File: config.mk
export PLATFORM = sky130hd
export DESIGN_NAME = sip_div
export DESIGN_NICKNAME = d
export VERILOG_FILES = /design/src/design/sip_div.sv
export SDC_FILE = /design/constraint.sdc
export NUM_CORES = 2
export LEC_CHECK = 0
export ABC_AREA = 0
export BUFFER_PORTS_ARGS = -buffer_cell sky130_fd_sc_hd__buf_2
export CORE_MARGIN = 2
export CORE_UTILIZATION = 40
export CTS_CLUSTER_SIZE = 12
export DETAILED_ROUTE_END_ITERATION = 8
export PLACE_DENSITY = 0.55
export SYNTH_ARGS = -nofsm -noshare
export SYNTH_HDL_FRONTEND = slang
export SYNTH_SLANG_ARGS = --single-unit
File: constraint.sdc
create_clock -name i_clk -period 4.11 [get_ports i_clk]
set_clock_uncertainty 0.15 [all_clocks]
set_input_delay 0.822 -clock i_clk [delete_from_list [all_inputs] [get_ports i_clk]]
set_output_delay 0.822 -clock i_clk [all_outputs]
set_load 0.01 [all_outputs]
File: src/design/sip_div.sv
// ----------------------------------------------------------------------------
// sip_div: pipelined restoring divider
// One range check stage, then one quotient bit per stage, MSB first.
// o_ovf flags a quotient that does not fit in QB bits.
// ----------------------------------------------------------------------------
module sip_div #(
    parameter int NW = 56,
    parameter int DW = 27,
    parameter int QB = 28
) (
    input  logic          i_clk,
    input  logic          i_rst_n,
    input  logic          i_vld,
    input  logic [NW-1:0] i_num,
    input  logic [DW-1:0] i_den,
    output logic          o_vld,
    output logic          o_ovf,
    output logic [QB-1:0] o_quo
);

    localparam int HW   = NW - QB;
    localparam int CMPW = (HW > DW) ? HW : DW;

    logic          r_vld [0:QB];
    logic          r_ovf [0:QB];
    logic [DW-1:0] r_d   [0:QB];
    logic [DW-1:0] r_rem [0:QB];
    logic [QB-1:0] r_lo  [0:QB];
    logic [QB-1:0] r_q   [0:QB];

    logic [CMPW-1:0] n_hi, n_d;

    assign n_hi = CMPW'(i_num[NW-1:QB]);
    assign n_d  = CMPW'(i_den);

    always_ff @(posedge i_clk) begin
        if (!i_rst_n) begin
            r_vld[0] <= 1'b0;
        end else begin
            r_vld[0] <= i_vld;
        end
    end

    // upper part of the dividend at or above the divisor: quotient too wide
    always_ff @(posedge i_clk) begin
        r_ovf[0] <= (n_hi >= n_d);
        r_rem[0] <= DW'(n_hi);
        r_d[0]   <= i_den;
        r_lo[0]  <= i_num[QB-1:0];
        r_q[0]   <= '0;
    end

    for (genvar i = 0; i < QB; i++) begin : g_step
        logic [DW:0] n_t;
        logic        n_ge;

        always_comb begin
            n_t  = {r_rem[i], r_lo[i][QB-1]};
            n_ge = (n_t >= {1'b0, r_d[i]});
        end

        always_ff @(posedge i_clk) begin
            if (!i_rst_n) begin
                r_vld[i+1] <= 1'b0;
            end else begin
                r_vld[i+1] <= r_vld[i];
            end
        end

        always_ff @(posedge i_clk) begin
            r_ovf[i+1] <= r_ovf[i];
            r_d[i+1]   <= r_d[i];
            r_lo[i+1]  <= r_lo[i] << 1;
            r_q[i+1]   <= {r_q[i][QB-2:0], n_ge};
            r_rem[i+1] <= n_ge ? DW'(n_t - {1'b0, r_d[i]}) : n_t[DW-1:0];
        end
    end

    assign o_vld = r_vld[QB];
    assign o_ovf = r_ovf[QB];
    assign o_quo = r_q[QB];

    // partial remainder always below the divisor on an in-range quotient
    a_rem_below_den: assert property (@(posedge i_clk) disable iff (!i_rst_n)
        r_vld[QB] && !r_ovf[QB] |-> r_rem[QB] < r_d[QB])
        else $error("divider remainder not below divisor");

endmodule
After elaboration in Yosys (flattened, before gate mapping)
Memory sizes are Yosys's and may differ from the RTL's.
Index checks and enable logic that the tools add are counted.
{"block": "classes", "n_bitwise": 29, "add_sub_neg": 28, "magnitude_cmp": 29, "n_mux": 59}
{"op": "$ge A28 B27 Y1", "count": 29}
{"op": "$mux W27", "count": 28}
{"op": "$sub A27 B27 Y27", "count": 28}
{"op": "$mux W1", "count": 31}
{"op": "$or A1 B1 Y1", "count": 29}
{"block": "totals", "mem_bits_rw": 3248, "word_cells": 151, "ff_bits": 0, "memories": 6}
{"memory": "r_lo", "depth": 29, "word_bits": 28, "read_ports": 28, "rd_clocked_by_memory_dff": 0, "write_ports": 29, "line_no": "28", "rtl": "logic [QB-1:0] r_lo [0:QB];"}
{"memory": "r_q", "depth": 29, "word_bits": 28, "read_ports": 29, "rd_clocked_by_memory_dff": 0, "write_ports": 29, "line_no": "29", "rtl": "logic [QB-1:0] r_q [0:QB];"}
{"memory": "r_d", "depth": 29, "word_bits": 27, "read_ports": 28, "rd_clocked_by_memory_dff": 0, "write_ports": 29, "line_no": "26", "rtl": "logic [DW-1:0] r_d [0:QB];"}
{"memory": "r_rem", "depth": 29, "word_bits": 27, "read_ports": 28, "rd_clocked_by_memory_dff": 0, "write_ports": 29, "line_no": "27", "rtl": "logic [DW-1:0] r_rem [0:QB];"}
{"memory": "r_ovf", "depth": 29, "word_bits": 1, "read_ports": 29, "rd_clocked_by_memory_dff": 0, "write_ports": 29, "line_no": "25", "rtl": "logic r_ovf [0:QB];"}
{"memory": "r_vld", "depth": 29, "word_bits": 1, "read_ports": 29, "rd_clocked_by_memory_dff": 0, "write_ports": 29, "line_no": "24", "rtl": "logic r_vld [0:QB];"}

Longest topological paths before layout
An unclocked memory read counts as a cell.
{"block": "depth", "word_depth": 3, "ltp_mapped": 15, "mapped_depth_nobuf": 13}

Worst setup path after synthesis
No wires, ideal clock.
{"block": "synth_path", "path_type": "reg2reg", "from": "memory r_lo[8][27]", "to": "memory r_rem[9][19]", "setup_slack_ns": 0.620, "t_required_ns": 3.839, "n_path_buf": 1, "arrival_time_ns": 3.220, "stages_incl_launch_ff": 15, "setup_time_ns": 0.121, "path_cell_list": "dfxtp_1 -> inv_1 -> ha_1 -> fa_1 -> nor2b_1 -> o31a_1 -> o311ai_1 -> a21oi_1 -> a21oi_1 -> o21bai_1 -> o21bai_1 -> a31oi_1 -> o31ai_2 -> buf_4 -> mux2_2"}
{"item": "start: declaration", "line_no": "28"}
{"item": "end: declaration", "line_no": "27"}

==> results.py <==
metrics = {
    "synthesis": {
        "synth_edf_count": 0,
        "synthesis.area_um2": 95200,
        "synthArstFlopShare_pct": 0,
        "synth_seq_cells": 2382,
        "syn_nets": 10211,
        "ys.flop_type": "dfxtp_1",
        "synth_warnings": 0,
        "seq_area_frac_synth_pct": 50.1,
        "synthCells": 9315,
        "synth_cell_types": 91,
        "synth.avg_cell_area_um2": 10.2,
    },
    "sta": {
        "min_period_ns": 3.89,
        "tightest_slew_ns": 1.12,
        "setup_tns_ns": 0,
        "slew_viol_final": 0,
        "setup_viol": 0,
        "finalWorstSetupSlack_ns": 0.216,
        "max-slew-margin-rel_pct": 25.3,
        "fmax_mhz": 257,
        "rsz0062_at_grt": "no",
        "fin_crit_sh_pct": 94.7,
        "finalHoldViolations": 0,
    },
    "run": {
        "drv_cap": 0,
    },
    "finish": {
        "seq_area_um2": 47700,
        "area_growth_pct": 15.3,
        "mostFrequentLayoutCell": "dfxtp_1",
        "fillCellCount": 22161,
        "fin_nets": 10616,
        "layout_common_cells": "dfxtp_1, inv_1, ha_1, a21oi_1, nor2_1",
        "multi_input_area_um2": 43200,
        "fin_cells": 13053,
        "drive_above_1_share_pct": 11.3,
    },
    "clock_tree": {
        "post_cts_buffers": 0,
        "cts_buffers": 283,
        "clockRootBuffer": "clkbuf_16",
        "cts_tree": "done",
        "clock_latency_ns": 0.92,
        "numClockSinks": 2382,
        "clk_pin_slew_ns": 0.06,
        "clock_path_buffers": 4,
        "htreeDepth": 5,
    },
    "hold_path": {
        "min_path_cells": 0,
        "hold_path.class": "flip-flop to flip-flop",
        "whs_endpoint": "r_q[13][8]",
        "hp-start": "r_q[12][7]",
    },
    "die": {
        "core-area_um2": 237000,
        "die_h_um": 492,
        "boundaryPins": 116,
        "start_util_pct": 40.1,
        "row_count": 179,
        "dieArea_um2": 242000,
        "die_x_um": 492,
    },
    "run_status": {
        "outcome": "completed",
    },
    "global_route": {
        "grt_max_degree": 49,
        "overflow": 0,
        "grt_use_total_pct": 17.3,
        "grt_pass1_wl_um": 341000,
        "antenna_found_initial": 1,
        "grt_pass1_vias": 64856,
    },
    "setup_path": {
        "end_kind": "flip-flop",
        "ff2ff_path_depth": 12,
        "crit_fanout": 30,
        "crit-reg2reg-capture": "r_rem[11][18]",
        "worstPathArrival_ns": 4.50,
        "crit_required_ns": 4.71,
        "r2r_start": "r_d[0][272]",
        "start_kind": "flip-flop",
        "worstSetupPathType": "flip-flop to flip-flop",
        "rrSetupSlack_ns": 0.22,
    },
    "detailed_routing": {
        "drt_first_pass_iters": 5,
        "drt_iter0_markers": 3421,
        "wl_per_cell_um": 16.4,
        "dr_total_vias": 64877,
        "route.detailed.drc": 0,
        "via_per_inst": 4.97,
        "wl_um": 214000,
        "drtAntennaViolNets": 0,
    },
    "placement": {
        "preCtsSetupSlack_ns": 0.0436,
        "io_buffers": 115,
        "dpl.hpwl_um": 165000,
        "routabilityCongestion": 0.900,
        "dp_cells": 12518,
    },
    "power": {
        "power_density_nw_per_um2": 914,
        "p_leak_uw": 0.0502,
        "ir_drop_v": 0.000534,
    },
}
-- layout make-up --
type	instances	share of cell area [%]
tap	3167	3.61
inverter	980	3.35
sequential	2382	43.4
antenna	1	0.00228
clock buffer	379	7.30
clock inverter	71	0.877
multi-input combinational	5795	39.4
timing repair buffer	278	2.01
-- critical path, cell delays in order, from the launching register on --
cell and delay (ns):
dfxtp_1 0.35, inv_1 0.05, ha_1 0.33, nor2b_1 0.18
o31a_1 0.28, o221ai_1 0.34, nor4_1 0.14, nor4_1 0.37
nor3b_1 0.14, a211o_1 0.33, a31oi_4 0.67, buf_4 0.30
o21ai_0 0.13
-- cells by family (layout without fill, tap and decap cells) --
family	count (synthesis)	in the layout	share of synthesized area, %
compound gates	2164	2164	14.5
xor+xnor	609	609	5.61
fa+ha+maj	810	810	10.9
buf+inv	1138	1708	4.57
flops	2382	2382	50.1
mux	472	472	5.57
other cells	0	1	0
simple gates	1740	1740	8.77
-- metal layers --
layer	vias up	global-route usage, %	wire length [µm]
li1	32977	-	-
met1	30217	20.6	91500
met5	-	0	0
met4	0	6.71	7730
met3	442	2.59	7980
met2	1241	31.0	106000
-- where the power goes --
group          leakage (µW)  internal (µW)  switching (µW)
Combinational        0.0257          20400           22400
Clock               0.00442          14800            9210
Sequential           0.0201          29800            3690
Total                0.0502          65000           35300
-- Yosys cell counts, types with 115 or more instances --
cell / n / area [µm²]
a21o_1: 340 / 2550
a21oi_1: 680 / 3400
clkbuf_1: 115 / 432
dfxtp_1: 2382 / 47700
ha_1: 783 / 9800
inv_1: 980 / 3680
mux2_2: 418 / 4710
nand2_1: 463 / 1740
nand3_1: 150 / 751
nand4_1: 117 / 732
nor2_1: 471 / 1770
o21ai_0: 460 / 2300
xnor2_1: 406 / 3560
xor2_1: 203 / 1780
-- flip-flops by register name, indices dropped and copies added, names as in the netlist --
| name | flops |
|---|---|
| r_ovf | 29 |
| r_rem | 756 |
| r_lo | 406 |
| r_d | 756 |
| r_vld | 29 |
| r_q | 406 |
-- repair_timing --
| action | in CTS | in global routing |
|---|---|---|
| hold buffers | 84 | 0 |
| hold endpoints to repair | 84 | 0 |
| resized for setup | 0 | 3 |
| endpoints found under the setup margin | 0 | 57 |
-- worst max-delay path by stage --
stage	start	to	slack, ns	cells after the start
after floorplan	r_lo[8][27]	r_rem[9][19]	0.62	14
after global placement	r_d[1][181]	r_rem[23][18]	0.006	12
after detailed placement	r_d[1][181]	r_rem[23][18]	0.04	12
after CTS	r_d[1][181]	r_rem[23][18]	0.02	12
after global routing	r_d[0][272]	r_rem[11][17]	0.006	13
final	r_d[0][272]	r_rem[11][18]	0.22	12
-- metrics by stage --
stage	util (%)	total power, µW	hold WS (ns)	instance area [µm²]
after floorplan	-	65800	0.160	95200
after global placement	42.1	76200	0.160	99900
after detailed placement	42.1	76600	0.162	99900
after CTS	46.3	101000	0.137	110000
after global routing	46.3	108000	0.136	110000
final	46.3	100000	0.144	110000
(Power assumes the default switching activity.)
